## config.mk

```make
export PLATFORM = sky130hd
export DESIGN_NAME = sync_framed_heatmap_receiver_top_flat
export DESIGN_NICKNAME = d
export VERILOG_FILES = /design/src/rtl/core/sfhr_pkg.sv /design/src/rtl/core/sfhr_ifs.sv /design/src/rtl/core/sfhr_link_rx.sv /design/src/rtl/core/sfhr_grid_mem.sv /design/src/rtl/core/sfhr_pix_map.sv /design/src/rtl/core/sfhr_out_pipe.sv /design/src/rtl/core/sync_framed_heatmap_receiver_top.sv /design/src/flat_wrapper.sv
export SDC_FILE = /design/constraint.sdc
export NUM_CORES = 1
export LEC_CHECK = 0
export ABC_AREA = 1
export ABC_CLOCK_PERIOD_IN_PS = 8900
export BUFFER_PORTS_ARGS = -buffer_cell sky130_fd_sc_hd__clkbuf_2
export CELL_PAD_IN_SITES_DETAIL_PLACEMENT = 1
export CELL_PAD_IN_SITES_GLOBAL_PLACEMENT = 1
export CORE_MARGIN = 2
export CORE_UTILIZATION = 54
export DETAILED_ROUTE_END_ITERATION = 8
export PLACE_DENSITY = 0.95
export SYNTH_ARGS = -nofsm -noshare
export SYNTH_HDL_FRONTEND = slang
export SYNTH_HIERARCHICAL = 1
export SYNTH_SLANG_ARGS = --single-unit
```

## constraint.sdc

```tcl
create_clock -name clk -period 8.9 [get_ports clk]
set_clock_uncertainty 0.1 [all_clocks]
set_input_delay 0.445 -clock clk [delete_from_list [all_inputs] [get_ports clk]]
set_output_delay 0.445 -clock clk [all_outputs]
set_load 0.005 [all_outputs]
```

## src/rtl/core/sfhr_pkg.sv

```systemverilog
// Shared types, constants and tables of the heat-map frame receiver.
package sfhr_pkg;

  localparam int LEVEL_W   = 4;
  localparam int COLOR_W   = 16;
  localparam int PERCENT_W = 7;
  localparam int CFG_IDX_W = 1;
  localparam int CFG_DATA_W = 8;

  // Configuration register indexes.
  localparam logic [CFG_IDX_W-1:0] REG_SYNC_FIRST  = 1'd0;
  localparam logic [CFG_IDX_W-1:0] REG_SYNC_SECOND = 1'd1;

  localparam logic [7:0] SYNC_FIRST_RST  = 8'hAA;
  localparam logic [7:0] SYNC_SECOND_RST = 8'h55;

  // Response type codes.
  localparam logic RESP_FRAME = 1'b0;
  localparam logic RESP_PIXEL = 1'b1;

  // Request type codes.
  localparam logic REQ_BYTE  = 1'b0;
  localparam logic REQ_PIXEL = 1'b1;

  // Fields of a frame report taken from the status byte.
  typedef struct packed {
    logic [2:0]           batt_code;
    logic [PERCENT_W-1:0] batt_percent;
    logic [1:0]           right_move;
    logic [1:0]           left_move;
  } sfhr_report_t;

  // Control from the link receiver to the rest of the block.
  typedef struct packed {
    logic wr_en;        // payload byte goes into the back bank
    logic front_bank;   // bank that holds the displayed grid
    logic loaded;       // a frame has been completed since reset
    logic report_valid; // status byte closes a frame in this transfer
  } sfhr_link_ctl_t;

  // What travels with an item from the read stage to the output register.
  typedef struct packed {
    logic         resp_type;
    logic         nib_lo;
    logic         loaded;
    sfhr_report_t report;
  } sfhr_stage_t;

  // Sixteen-entry RGB565 palette, cold to hot.
  function automatic logic [COLOR_W-1:0] palette_color(input logic [LEVEL_W-1:0] lvl);
    logic [COLOR_W-1:0] c;
    case (lvl)
      4'd0:    c = 16'h001F;
      4'd1:    c = 16'h101F;
      4'd2:    c = 16'h401F;
      4'd3:    c = 16'h781F;
      4'd4:    c = 16'hF81F;
      4'd5:    c = 16'hF801;
      4'd6:    c = 16'hF800;
      4'd7:    c = 16'hFC00;
      4'd8:    c = 16'hFE00;
      4'd9:    c = 16'hFF00;
      4'd10:   c = 16'hFFE0;
      4'd11:   c = 16'hFFF0;
      default: c = 16'hFFFF;
    endcase
    return c;
  endfunction

endpackage

```

## src/rtl/core/sfhr_ifs.sv

```systemverilog
// Valid/ready channel interfaces for requests and results.
interface sfhr_in_if;
  logic       valid;
  logic       ready;
  logic       req_type;
  logic [7:0] rx_byte;
  logic [5:0] pix_x;
  logic [5:0] pix_y;

  modport source (output valid, output req_type, output rx_byte, output pix_x,
                  output pix_y, input ready);
  modport sink (input valid, input req_type, input rx_byte, input pix_x,
                input pix_y, output ready);
endinterface

interface sfhr_out_if;
  import sfhr_pkg::*;
  logic                 valid;
  logic                 ready;
  logic                 resp_type;
  logic [COLOR_W-1:0]   pixel_color;
  logic [2:0]           batt_code;
  logic [PERCENT_W-1:0] batt_percent;
  logic [1:0]           right_move;
  logic [1:0]           left_move;

  modport source (output valid, output resp_type, output pixel_color, output batt_code,
                  output batt_percent, output right_move, output left_move,
                  input ready);
  modport sink (input valid, input resp_type, input pixel_color, input batt_code,
                input batt_percent, input right_move, input left_move,
                output ready);
endinterface

```

## src/rtl/core/sfhr_link_rx.sv

```systemverilog
// Link byte receiver: sync hunt, payload count, bank swap and status report.
module sfhr_link_rx #(
  parameter int PAYLOAD_BYTES = 32,
  parameter int ADDR_W        = 5
) (
  input  logic                               clk,
  input  logic                               rst_n,
  input  logic                               byte_fire,
  input  logic [7:0]                         rx_byte,
  input  logic                               cfg_we,
  input  logic [sfhr_pkg::CFG_IDX_W-1:0]     cfg_index,
  input  logic [sfhr_pkg::CFG_DATA_W-1:0]    cfg_wdata,
  output sfhr_pkg::sfhr_link_ctl_t           ctl,
  output logic [ADDR_W:0]                    wr_addr,
  output logic [7:0]                         wr_data,
  output sfhr_pkg::sfhr_report_t             report
);
  import sfhr_pkg::*;

  localparam logic [1:0] PH_HUNT   = 2'd0;
  localparam logic [1:0] PH_SYNC2  = 2'd1;
  localparam logic [1:0] PH_DATA   = 2'd2;
  localparam logic [1:0] PH_STATUS = 2'd3;

  localparam logic [ADDR_W-1:0] LAST_BYTE = ADDR_W'(PAYLOAD_BYTES - 1);

  logic [7:0]        sync_first_r;
  logic [7:0]        sync_second_r;
  logic [1:0]        phase_r, phase_nxt;
  logic [ADDR_W-1:0] count_r, count_nxt;
  logic              front_r, front_nxt;
  logic              loaded_r, loaded_nxt;
  logic              wr_en;
  logic              report_valid;
  logic [2:0]        code;

  always_comb begin
    phase_nxt    = phase_r;
    count_nxt    = count_r;
    front_nxt    = front_r;
    loaded_nxt   = loaded_r;
    wr_en        = 1'b0;
    report_valid = 1'b0;
    if (byte_fire) begin
      case (phase_r)
        PH_HUNT: begin
          if (rx_byte == sync_first_r) begin
            phase_nxt = PH_SYNC2;
          end
        end
        PH_SYNC2: begin
          // A wrong second byte is not retried as a first sync byte.
          if (rx_byte == sync_second_r) begin
            count_nxt = '0;
            phase_nxt = PH_DATA;
          end else begin
            phase_nxt = PH_HUNT;
          end
        end
        PH_DATA: begin
          wr_en = 1'b1;
          if (count_r == LAST_BYTE) begin
            count_nxt = '0;
            phase_nxt = PH_STATUS;
          end else begin
            count_nxt = count_r + 1'b1;
          end
        end
        default: begin
          // Status byte: the freshly filled back bank becomes the grid.
          report_valid = 1'b1;
          front_nxt    = ~front_r;
          loaded_nxt   = 1'b1;
          phase_nxt    = PH_HUNT;
        end
      endcase
    end
  end

  always_ff @(posedge clk) begin
    if (!rst_n) begin
      sync_first_r  <= SYNC_FIRST_RST;
      sync_second_r <= SYNC_SECOND_RST;
      phase_r       <= PH_HUNT;
      count_r       <= '0;
      front_r       <= 1'b0;
      loaded_r      <= 1'b0;
    end else begin
      phase_r  <= phase_nxt;
      count_r  <= count_nxt;
      front_r  <= front_nxt;
      loaded_r <= loaded_nxt;
      if (cfg_we) begin
        case (cfg_index)
          REG_SYNC_FIRST:  sync_first_r  <= cfg_wdata;
          REG_SYNC_SECOND: sync_second_r <= cfg_wdata;
          default: ;
        endcase
      end
    end
  end

  assign code = rx_byte[6:4];

  always_comb begin
    report.batt_code  = code;
    report.right_move = rx_byte[3:2];
    report.left_move  = rx_byte[1:0];
    case (code)
      3'd0:    report.batt_percent = 7'd0;
      3'd1:    report.batt_percent = 7'd20;
      3'd2:    report.batt_percent = 7'd40;
      3'd3:    report.batt_percent = 7'd60;
      3'd4:    report.batt_percent = 7'd80;
      3'd5:    report.batt_percent = 7'd100;
      default: report.batt_percent = 7'd0;
    endcase
  end

  assign ctl.wr_en        = wr_en;
  assign ctl.front_bank   = front_r;
  assign ctl.loaded       = loaded_r;
  assign ctl.report_valid = report_valid;
  assign wr_addr          = {~front_r, count_r};
  assign wr_data          = rx_byte;

endmodule

```

## src/rtl/core/sfhr_grid_mem.sv

```systemverilog
// Two-bank payload memory: one bank is filled while the other is displayed.
module sfhr_grid_mem #(
  parameter int ADDR_W = 5
) (
  input  logic            clk,
  input  logic            wr_en,
  input  logic [ADDR_W:0] wr_addr,
  input  logic [7:0]      wr_data,
  input  logic            rd_en,
  input  logic [ADDR_W:0] rd_addr,
  output logic [7:0]      rd_data_r
);

  localparam int DEPTH = 2 ** (ADDR_W + 1);

  logic [7:0] mem [DEPTH];

  always_ff @(posedge clk) begin
    if (wr_en) begin
      mem[wr_addr] <= wr_data;
    end
  end

  // Read data is held while the stage behind it is stalled.
  always_ff @(posedge clk) begin
    if (rd_en) begin
      rd_data_r <= mem[rd_addr];
    end
  end

endmodule

```

## src/rtl/core/sfhr_pix_map.sv

```systemverilog
// Maps a raster coordinate to the payload byte and nibble of its grid cell.
module sfhr_pix_map #(
  parameter int GRID_SIDE    = 8,
  parameter int CELL_SIZE_PX = 8,
  parameter int ADDR_W       = 5
) (
  input  logic [5:0]        pix_x,
  input  logic [5:0]        pix_y,
  output logic [ADDR_W-1:0] byte_addr,
  output logic              nib_lo
);

  localparam int CELL_COUNT = GRID_SIDE * GRID_SIDE;
  localparam int GW         = $clog2(GRID_SIDE);
  localparam int CW         = $clog2(CELL_COUNT);
  localparam logic [5:0]    LAST_Q  = 6'(GRID_SIDE - 1);

  logic [5:0]    gx_q, gy_q;
  logic [GW-1:0] gx, gy;
  logic [CW-1:0] cell_idx;

  // Quotient of a coordinate by the cell size, taken as a row of compares
  // against the constant multiples of the cell size.
  function automatic logic [5:0] coarse_index(input logic [5:0] coord);
    logic [5:0] q;
    q = '0;
    for (int k = 1; k < 64; k++) begin
      if (int'(coord) >= k * CELL_SIZE_PX) begin
        q = 6'(k);
      end
    end
    return q;
  endfunction

  assign gx_q = coarse_index(pix_x);
  assign gy_q = coarse_index(pix_y);

  // Coordinates beyond the grid land in the last column or row.
  assign gx = (gx_q > LAST_Q) ? GW'(GRID_SIDE - 1) : gx_q[GW-1:0];
  assign gy = (gy_q > LAST_Q) ? GW'(GRID_SIDE - 1) : gy_q[GW-1:0];

  assign cell_idx  = CW'(32'(gy) * GRID_SIDE + 32'(gx));
  assign byte_addr = ADDR_W'(cell_idx >> 1);
  assign nib_lo    = cell_idx[0];

endmodule

```

## src/rtl/core/sfhr_out_pipe.sv

```systemverilog
// Read stage and output register with valid/ready flow control.
module sfhr_out_pipe (
  input  logic                  clk,
  input  logic                  rst_n,
  input  logic                  load,
  input  sfhr_pkg::sfhr_stage_t load_info,
  input  logic [7:0]            rd_data,
  output logic                  can_load,
  sfhr_out_if.source            out_if
);
  import sfhr_pkg::*;

  logic                 s1_valid_r, s1_valid_nxt;
  sfhr_stage_t          s1_r;
  logic                 out_valid_r, out_valid_nxt;
  logic                 s1_go;
  logic [LEVEL_W-1:0]   level;
  logic                 resp_type_r;
  logic [COLOR_W-1:0]   color_r;
  sfhr_report_t         report_r;

  assign s1_go    = s1_valid_r && (!out_valid_r || out_if.ready);
  assign can_load = !s1_valid_r || s1_go;

  always_comb begin
    s1_valid_nxt = s1_valid_r;
    if (load) begin
      s1_valid_nxt = 1'b1;
    end else if (s1_go) begin
      s1_valid_nxt = 1'b0;
    end
    out_valid_nxt = out_valid_r;
    if (s1_go) begin
      out_valid_nxt = 1'b1;
    end else if (out_if.ready) begin
      out_valid_nxt = 1'b0;
    end
  end

  // Before the first frame the grid reads as all level zero.
  always_comb begin
    if (!s1_r.loaded) begin
      level = '0;
    end else if (s1_r.nib_lo) begin
      level = rd_data[3:0];
    end else begin
      level = rd_data[7:4];
    end
  end

  always_ff @(posedge clk) begin
    if (!rst_n) begin
      s1_valid_r  <= 1'b0;
      out_valid_r <= 1'b0;
    end else begin
      s1_valid_r  <= s1_valid_nxt;
      out_valid_r <= out_valid_nxt;
    end
  end

  always_ff @(posedge clk) begin
    if (load) begin
      s1_r <= load_info;
    end
    if (s1_go) begin
      resp_type_r <= s1_r.resp_type;
      if (s1_r.resp_type == RESP_PIXEL) begin
        color_r  <= palette_color(level);
        report_r <= '0;
      end else begin
        color_r  <= '0;
        report_r <= s1_r.report;
      end
    end
  end

  assign out_if.valid        = out_valid_r;
  assign out_if.resp_type    = resp_type_r;
  assign out_if.pixel_color  = color_r;
  assign out_if.batt_code    = report_r.batt_code;
  assign out_if.batt_percent = report_r.batt_percent;
  assign out_if.right_move   = report_r.right_move;
  assign out_if.left_move    = report_r.left_move;

endmodule

```

## src/rtl/core/sync_framed_heatmap_receiver_top.sv

```systemverilog
// Top level of the sync-framed heat-map receiver.
//
//   Channel  Direction  Carries
//   in_if    sink       link byte (req_type 0) or pixel request (req_type 1)
//   out_if   source     frame report (resp_type 0) or RGB565 pixel answer (1)
//   cfg_*    write      sync_first (index 0) and sync_second (index 1)
//
// A transfer is accepted every cycle while the result side keeps taking
// results; every result passes through the registered payload memory read
// and then through the output register.
// Reset clears the frame state, restores the sync bytes to 0xAA and 0x55 and
// makes the grid read as all level zero; the memory itself is not cleared.
// When out_if is stalled, the read stage and output register fill and then
// in_if.ready drops; link bytes that complete nothing still need a free read stage.
//
// The payload lives in two banks. Link bytes fill the back bank while pixel
// requests read the front bank; the status byte swaps the banks in the same
// cycle, so the next pixel request already sees the new frame. This replaces
// the copy of the payload into the level grid with a single pointer flip.
module sync_framed_heatmap_receiver_top #(
  parameter int GRID_SIDE    = 8,
  parameter int CELL_SIZE_PX = 8
) (
  input  logic                            clk,
  input  logic                            rst_n,
  sfhr_in_if.sink                         in_if,
  sfhr_out_if.source                      out_if,
  input  logic                            cfg_we,
  input  logic [sfhr_pkg::CFG_IDX_W-1:0]  cfg_index,
  input  logic [sfhr_pkg::CFG_DATA_W-1:0] cfg_wdata
);
  import sfhr_pkg::*;

  localparam int CELL_COUNT    = GRID_SIDE * GRID_SIDE;
  localparam int PAYLOAD_BYTES = (CELL_COUNT + 1) / 2;
  localparam int ADDR_W        = $clog2(PAYLOAD_BYTES);

  logic              in_fire;
  logic              byte_fire;
  logic              load;
  logic              can_load;
  sfhr_link_ctl_t    ctl;
  sfhr_report_t      report;
  sfhr_stage_t       load_info;
  logic [ADDR_W:0]   wr_addr;
  logic [7:0]        wr_data;
  logic [ADDR_W-1:0] pix_addr;
  logic              nib_lo;
  logic [7:0]        rd_data;

  assign in_if.ready = can_load;
  assign in_fire     = in_if.valid && can_load;
  assign byte_fire   = in_fire && (in_if.req_type == REQ_BYTE);

  // Only pixel requests and completed frames occupy the read stage.
  assign load = in_fire && ((in_if.req_type == REQ_PIXEL) || ctl.report_valid);

  assign load_info.resp_type = (in_if.req_type == REQ_PIXEL) ? RESP_PIXEL : RESP_FRAME;
  assign load_info.nib_lo    = nib_lo;
  assign load_info.loaded    = ctl.loaded;
  assign load_info.report    = report;

  sfhr_link_rx #(
    .PAYLOAD_BYTES (PAYLOAD_BYTES),
    .ADDR_W        (ADDR_W)
  ) u_link_rx (
    .clk       (clk),
    .rst_n     (rst_n),
    .byte_fire (byte_fire),
    .rx_byte   (in_if.rx_byte),
    .cfg_we    (cfg_we),
    .cfg_index (cfg_index),
    .cfg_wdata (cfg_wdata),
    .ctl       (ctl),
    .wr_addr   (wr_addr),
    .wr_data   (wr_data),
    .report    (report)
  );

  sfhr_pix_map #(
    .GRID_SIDE    (GRID_SIDE),
    .CELL_SIZE_PX (CELL_SIZE_PX),
    .ADDR_W       (ADDR_W)
  ) u_pix_map (
    .pix_x     (in_if.pix_x),
    .pix_y     (in_if.pix_y),
    .byte_addr (pix_addr),
    .nib_lo    (nib_lo)
  );

  sfhr_grid_mem #(
    .ADDR_W (ADDR_W)
  ) u_grid_mem (
    .clk       (clk),
    .wr_en     (ctl.wr_en),
    .wr_addr   (wr_addr),
    .wr_data   (wr_data),
    .rd_en     (load),
    .rd_addr   ({ctl.front_bank, pix_addr}),
    .rd_data_r (rd_data)
  );

  sfhr_out_pipe u_out_pipe (
    .clk       (clk),
    .rst_n     (rst_n),
    .load      (load),
    .load_info (load_info),
    .rd_data   (rd_data),
    .can_load  (can_load),
    .out_if    (out_if)
  );

endmodule
```

## src/flat_wrapper.sv

```systemverilog
// flat-port wrapper written by rule: the top's interface ports become plain ports
module sync_framed_heatmap_receiver_top_flat import sfhr_pkg::*;
#(
  parameter int GRID_SIDE    = 8,
  parameter int CELL_SIZE_PX = 8
)
  (clk, rst_n, cfg_we, cfg_index, cfg_wdata, in_if_valid, in_if_req_type, in_if_rx_byte, in_if_pix_x, in_if_pix_y, in_if_ready, out_if_valid, out_if_resp_type, out_if_pixel_color, out_if_batt_code, out_if_batt_percent, out_if_right_move, out_if_left_move, out_if_ready);
  sfhr_in_if in_if_i ();
  sfhr_out_if out_if_i ();
  input  logic clk;
  input  logic rst_n;
  input  logic cfg_we;
  input  logic [sfhr_pkg::CFG_IDX_W-1:0] cfg_index;
  input  logic [sfhr_pkg::CFG_DATA_W-1:0] cfg_wdata;
  input wire logic [$bits(in_if_i.valid)-1:0] in_if_valid;
  input wire logic [$bits(in_if_i.req_type)-1:0] in_if_req_type;
  input wire logic [$bits(in_if_i.rx_byte)-1:0] in_if_rx_byte;
  input wire logic [$bits(in_if_i.pix_x)-1:0] in_if_pix_x;
  input wire logic [$bits(in_if_i.pix_y)-1:0] in_if_pix_y;
  output wire logic [$bits(in_if_i.ready)-1:0] in_if_ready;
  output wire logic [$bits(out_if_i.valid)-1:0] out_if_valid;
  output wire logic [$bits(out_if_i.resp_type)-1:0] out_if_resp_type;
  output wire logic [$bits(out_if_i.pixel_color)-1:0] out_if_pixel_color;
  output wire logic [$bits(out_if_i.batt_code)-1:0] out_if_batt_code;
  output wire logic [$bits(out_if_i.batt_percent)-1:0] out_if_batt_percent;
  output wire logic [$bits(out_if_i.right_move)-1:0] out_if_right_move;
  output wire logic [$bits(out_if_i.left_move)-1:0] out_if_left_move;
  input wire logic [$bits(out_if_i.ready)-1:0] out_if_ready;
  assign in_if_i.valid = in_if_valid;
  assign in_if_i.req_type = in_if_req_type;
  assign in_if_i.rx_byte = in_if_rx_byte;
  assign in_if_i.pix_x = in_if_pix_x;
  assign in_if_i.pix_y = in_if_pix_y;
  assign in_if_ready = in_if_i.ready;
  assign out_if_valid = out_if_i.valid;
  assign out_if_resp_type = out_if_i.resp_type;
  assign out_if_pixel_color = out_if_i.pixel_color;
  assign out_if_batt_code = out_if_i.batt_code;
  assign out_if_batt_percent = out_if_i.batt_percent;
  assign out_if_right_move = out_if_i.right_move;
  assign out_if_left_move = out_if_i.left_move;
  assign out_if_i.ready = out_if_ready;
  sync_framed_heatmap_receiver_top #(.GRID_SIDE(GRID_SIDE), .CELL_SIZE_PX(CELL_SIZE_PX)) u_core (.clk(clk), .rst_n(rst_n), .in_if(in_if_i), .out_if(out_if_i), .cfg_we(cfg_we), .cfg_index(cfg_index), .cfg_wdata(cfg_wdata));
endmodule
```

After elaboration in Yosys (flattened, before gate mapping) --
Memory sizes are Yosys's and may differ from the RTL's. A register that Yosys moved wholly into a read port is not among the register bits. Cells that the tools add are included.
Storage, ports and cells: bits in registers 59, memory bits (writable) 512, ROM bits 256, input port bits 35, word-level logic and storage cells 114, memories kept 2
Cells by class: $add $sub $neg 2, magnitude comparators 16, equal/unequal tests 13, mux-type cells 37, bitwise gates (word level) 4, reduce and logical (&&, ||, !) cells 20
Memories:
- u_core.u_grid_mem.mem | depth 64, width 8, rd ports 1, clocked after Yosys merged registers in 1, wr ports 1, RTL line sfhr_grid_mem.sv:16 | logic [7:0] mem [DEPTH];
- (no name shown) | depth 16, width 16, rd ports 1, clocked after Yosys merged registers in 1, wr ports 0, RTL line sfhr_pkg.sv:52 | case (lvl)
Operators by type and width (number):
- $mux 6 | 11
- $ge 6x6->1 const B | 8
- $pmux 7 s5 | 1
- $ge 6x5->1 const B | 4
- $eq 8x8->1 | 2
- $mux 1 | 13
- $ge 6x4->1 const B | 2
- $gt 6x3->1 const B | 2
- $mux 5 | 2
- $pmux 5 s2 | 1
- $mux 2 | 4
- $mux 4 | 2
- $add 6x3->6 | 1
- $eq 3x2->1 const B | 2
- $eq 3x3->1 const B | 2
- $mux 3 | 2
- $ne 2x2->1 const B | 3
- $pmux 2 s3 | 1
- $reduce_and 2->1 | 3
- $reduce_and 3->1 | 2
- $reduce_bool 2->1 | 3
- $add 5x1->5 const B | 1
- $eq 5x5->1 const B | 1
- $logic_and 1x1->1 | 4
- 8 further kinds | 15

Depth between registers and ports, before layout --
word-level depth 11, gate-level depth with buffers 13, mapped depth without buffers 12

Cells and area by module --
The synthesis kept the hierarchy.
Modules (own cells, without submodules):
- sfhr_grid_mem | instances 1, cells an instance 1805, area an instance 21419.3 µm², seq. area each 15615.0 µm²
- sfhr_out_pipe | instances 1, cells an instance 139, area an instance 1771.7 µm², seq. area each 1331.3 µm²
- sfhr_link_rx | instances 1, cells an instance 232, area an instance 1544.0 µm², seq. area each 500.5 µm²
- sfhr_pix_map | instances 1, cells an instance 6, area an instance 22.5 µm², seq. area each 0.0 µm²
- sync_framed_heatmap_receiver_top | instances 1, cells an instance 4, area an instance 15.0 µm², seq. area each 0.0 µm²

Worst setup path after synthesis --
Ideal clock, no wire load.
path kind input -> register, from in out_if_ready, to mem u_core.u_grid_mem.mem[48][0], enable pin, setup time 395 ps, data arrival time 2595 ps, data required time 8405 ps, path slack 5810 ps, stages on the path 11, path buffers 3, path through inv_1 nand3_1 nand2_1 nor2_1 buf_4 inv_1 nor2_1 buf_4 clkbuf_1 nand4_1 nor4_1
On the way: word-level cells in the longest chain between the ends 8
Ends and longest elaborated chain:
- from (decl) | RTL line flat_wrapper.sv:28 | input wire logic [$bits(out_if_i.ready)-1:0] out_if_ready;
- $logic_or 1x1->1 | RTL line sfhr_out_pipe.sv:22 | assign s1_go = s1_valid_r && (!out_valid_r || out_if.ready);
- $logic_and 1x1->1 | RTL line sfhr_out_pipe.sv:22
- $logic_or 1x1->1 | RTL line sfhr_out_pipe.sv:23 | assign can_load = !s1_valid_r || s1_go;
- net in_if_ready | RTL line flat_wrapper.sv:20 | output wire logic [$bits(in_if_i.ready)-1:0] in_if_ready;
- $logic_and 1x1->1 | RTL line sync_framed_heatmap_receiver_top.sv:52 | assign in_fire = in_if.valid && can_load;
- $logic_and 1x1->1 | RTL line sync_framed_heatmap_receiver_top.sv:53 | assign byte_fire = in_fire && (in_if.req_type == REQ_BYTE);
- net u_core.byte_fire | RTL line sync_framed_heatmap_receiver_top.sv:39 | logic byte_fire;
- $mux 1 | RTL line sfhr_link_rx.sv:44 | if (byte_fire) begin
- net u_core.u_link_rx.wr_en | RTL line sfhr_link_rx.sv:33 | logic wr_en;
- $mux 1 | RTL line sfhr_grid_mem.sv:19 | if (wr_en) begin
- $mux 1 (not written as such) | RTL line sfhr_grid_mem.sv:20 | mem[wr_addr] <= wr_data;
- to (decl) | RTL line sfhr_grid_mem.sv:16
The timed path passes the listed nets, and every way through them passes these cells.

==> metrics.md <==
| Metric | Value |
|---|---|
| Outcome | `finished clean` |
| Internal | `4450 µW` |
| H-Tree Depth | `2` |
| Hold_sp | `cfg_wdata[6]` |
| Pin count of the biggest net entering global routing | `about 150` |
| Worst-margin pin slew | `1.33 ns` |
| # diodes | `0` |
| Slew headroom | `0.113` |
| Clock share of power | `0.408` |
| Post-synthesis cell count | `around 2200` |
| Reg2reg path depth | `7` |
| Die area | `about 48000 µm²` |
| Worst skew pair latency | `roughly 0.6 ns` |
| CTS root buf | `clkbuf_16` |
| Setup TNS | `0 ns` |
| Initial antenna violation count | `2` |
| FP Rows | `slightly below 80` |
| Avg Cell Area, Syn | `about 11 µm²` |
| Final Instance Area | `approximately 27000 µm²` |
| DP Worst Slack | `4.51 ns` |
| TritonCTS clock tree | `built` |
| Routed via count | `18148` |
| Setup CP Type | `flop to flop` |
| Flop pwr share | `0.529` |
| Slew Limit Fails | `0` |
| Final setup violation count | `0` |
| Fmax | `~0.22 GHz` |
| Comb power frac | `0.063` |
| Global-route wire length before repair | `about 120 mm` |
| Grt ovf | `0` |
| Syn-to-layout area delta | `8.15%` |
| Synth area leaders | `edfxtp_1 (68%), nand2_1 (11%), nand3_1 (9.2%), dfxtp_1 (2.2%), buf_6 (1.6%)` |
| Crit share post-route | `0.517` |
| P per Cell Area | `approximately 220 nW/µm²` |
| DRC viols | `0` |
| Top cell type's share of synthesized area | `0.682` |
| R2R Setup Slk | `around 4.3 ns` |
| Die H | `approximately 220 µm` |
| Worst min path class | `input port to flop` |
| Worst Hold End | `u_core/u_link_rx/sync_second_r[6]` |
| Detail Placement HPWL | `between 40 and 50 mm` |
| Avg WL per Cell | `approximately 28 µm` |
| Final hold vios | `0` |
| RSZ-0062 raised after global routing | `no` |
| Hold path cells | `3` |
| CTS max path bufs | `3` |
| ANT nets after route | `0` |
| Final WL | `78.1 mm` |
| Net Sw Frac | `0.232` |
| Synthesized area | `24800 µm²` |
| VDD IR max | `~0.18 mV` |
| Min Hold Slack | `between 0.015 and 0.02 ns` |
| Clock transition at path regs | `0.07 ns` |
| Final Net Count | `roughly 2200` |
| Resize count post-CTS | `0` |
| R2r endpoint | `u_core/u_grid_mem/mem[17][5]` |
| RePlAce Congestion | `approximately 0.85` |
| Crit Path Max Fanout | `11` |
| Ys async rst share | `0` |
| Die width | `approximately 220 µm` |
| Predominant post-synthesis flop cell | `edfxtp_1` |
| Starting Density | `0.547` |
| Register area share after synthesis | `0.704` |
| RR Startpoint | `u_core/u_out_pipe/out_if.valid` |
| Vias/cell | `between 6 and 7` |
| CTS Sinks | `~600` |
| P_sw | `around 1300 µW` |
| Crit start category | `flop` |
| IO buf count | `61` |
| GRT Total Usage | `0.328` |
| Data required, critical path | `about 9.0 ns` |
| Count of cell types in the netlist | `36` |
| Core area | `~45000 µm²` |
| Final worst slack | `4.30 ns` |
| Max Cap Viol | `0` |
| Endpoint type of the worst setup path | `flop` |
| IO Pins | `between 60 and 70` |
| Yosys reg bits | `slightly below 600` |
| Critical Path AT | `about 4.7 ns` |
| Share of cells above drive strength 1 | `0.0874` |
| First-iteration detailed-routing DRC count | `roughly 2300` |
| Yosys top cell by area | `edfxtp_1` |
| Total CTS buffers | `57` |
| Placed inst area | `about 25000 µm²` |
| Leak pwr | `between 0.009 and 0.01 µW` |
| Final min period | `around 4.6 ns` |
| Number of global-route vias before repair | `roughly 19000` |
| Ys Warns | `6` |
| Pre-antenna DRT Iters | `6` |
| EDFF count, synth | `563` |
synth_stat cells (4+ instances only):
cell type  number
dfxtp_1        27
edfxtp_1      563
buf_2          37
o21ai_0        14
nor2_2          4
nor2_1         97
o211ai_1        6
nor4_1          8
nand3_1       453
inv_2           5
buf_1          10
clkbuf_1       23
inv_1          69
buf_6          35
ha_1            5
xnor2_1         5
a21oi_1        17
nand4_1        12
nand2_1       731
buf_4          43
placed cells by master, fill, tap and decap left out, types with 2 or more instances in the layout:
cell type / instances
inv_2: 5
clkinv_1: 13
clkbuf_16: 57
bufinv_16: 5
xnor2_1: 5
nand2_4: 2
clkinv_2: 24
ha_1: 5
nor2_2: 4
conb_1: 2
clkbuf_1: 6
dlygate4sd3_1: 4
nor2_4: 2
dfxtp_1: 27
inv_1: 68
nor2_1: 96
buf_4: 25
or2_1: 2
o21ai_0: 14
o211ai_1: 6
a21oi_1: 16
nand2_1: 731
nand4_1: 12
nand3_2: 3
edfxtp_1: 563
o21ai_1: 2
clkbuf_2: 59
nor4_1: 7
nand3_1: 453
how the worst max path moves through the flow:
stage / slack (ns) / to / cells after the start / from
2_1_floorplan: 5.81 / u_core/u_grid_mem/mem[48][0] / 11 / out_if_ready
3_3_place_gp: 4.90 / u_core/u_grid_mem/mem[3][3] / 9 / out_if_ready
3_5_place_dp: 4.51 / u_core/u_grid_mem/mem[22][3] / 9 / out_if_ready
4_1_cts: 4.63 / u_core/u_grid_mem/mem[17][5] / 7 / u_core/u_out_pipe/out_if.valid
5_1_grt: 4.19 / u_core/u_grid_mem/mem[22][7] / 7 / u_core/u_out_pipe/out_if.valid
6_report: 4.30 / u_core/u_grid_mem/mem[17][5] / 7 / u_core/u_out_pipe/out_if.valid
power by group through the flow:
| stage | Sequential [µW] | Clock (µW) | Combinational (µW) |
|---|---|---|---|
| final | 3060 | 2360 | 367 |
| after global routing | 3060 | 2470 | 389 |
| after CTS | 3060 | 2370 | 353 |
| after detailed placement | 3120 | 0 | 338 |
| after floorplan | 3120 | 0 | 233 |
| after global placement | 3120 | 0 | 307 |
critical path, stage by stage, from the launching register on:
cell and delay, ns:
dfxtp_1 0.36, nand3_1 0.17, nand2_1 0.14, nor2_1 0.59, inv_1 0.19, nor2_1 0.69
nand4_1 0.87, nor2_1 1.08
layer usage:
layer | vias to the layer above | track usage | wire length, µm
met5 | - | 0.00208 | 28
li1 | 7519 | - | -
met1 | 9049 | 0.394 | 27600
met3 | 371 | 0.0683 | 7160
met4 | 4 | 0.179 | 4590
met2 | 1205 | 0.555 | 38700
layout make-up:
class,instances,area (µm²)
fillers,4671,18500
inverters,76,292
repair buffers,89,534
clock buffers,63,1450
multi-input cells,1371,6000
well taps,600,751
flip-flops and latches,590,17400
clock inverters,41,319
metrics by stage:
step,utilization,total power [µW],std cells
after detailed placement,0.552,3460,2722
after floorplan,-,3350,2187
final,0.592,5790,2830
after CTS,0.592,5790,2830
after global placement,0.552,3430,2722
after global routing,0.592,5930,2830
sequential cells by signal (all words and copies together), names as in the netlist, 2 cells and up:
| name | cells |
|---|---|
| u_core/u_out_pipe/out_if.batt_percent | 7 |
| u_core/u_out_pipe/out_if.batt_code | 3 |
| u_core/u_link_rx/sync_first_r | 8 |
| u_core/u_out_pipe/out_if.right_move | 2 |
| u_core/u_out_pipe/s1_r | 17 |
| u_core/u_link_rx/phase_r | 2 |
| u_core/u_link_rx/sync_second_r | 8 |
| u_core/u_grid_mem/rd_data_r | 8 |
| u_core/u_link_rx/count_r | 5 |
| u_core/u_out_pipe/out_if.left_move | 2 |
| u_core/u_out_pipe/out_if.pixel_color | 11 |
| u_core/u_grid_mem/mem | 512 |
repair_timing:
action,in CTS,in global routing
endpoints found under the hold margin,4,0
hold buffers,4,0
setup buffers,0,0
kinds of logic after synthesis:
group | Yosys count | synth area share
xor gates and xnor gates | 5 | 0.00177
DFF | 590 | 0.704
other | 1 | 0.000151
buffers and inverters | 226 | 0.0543
and+or+nand+nor | 1317 | 0.228
adders and majority gates | 5 | 0.00253
AOI/OAI and AO/OA | 42 | 0.00939
Note: power is estimated with default switching activity, not from simulation.
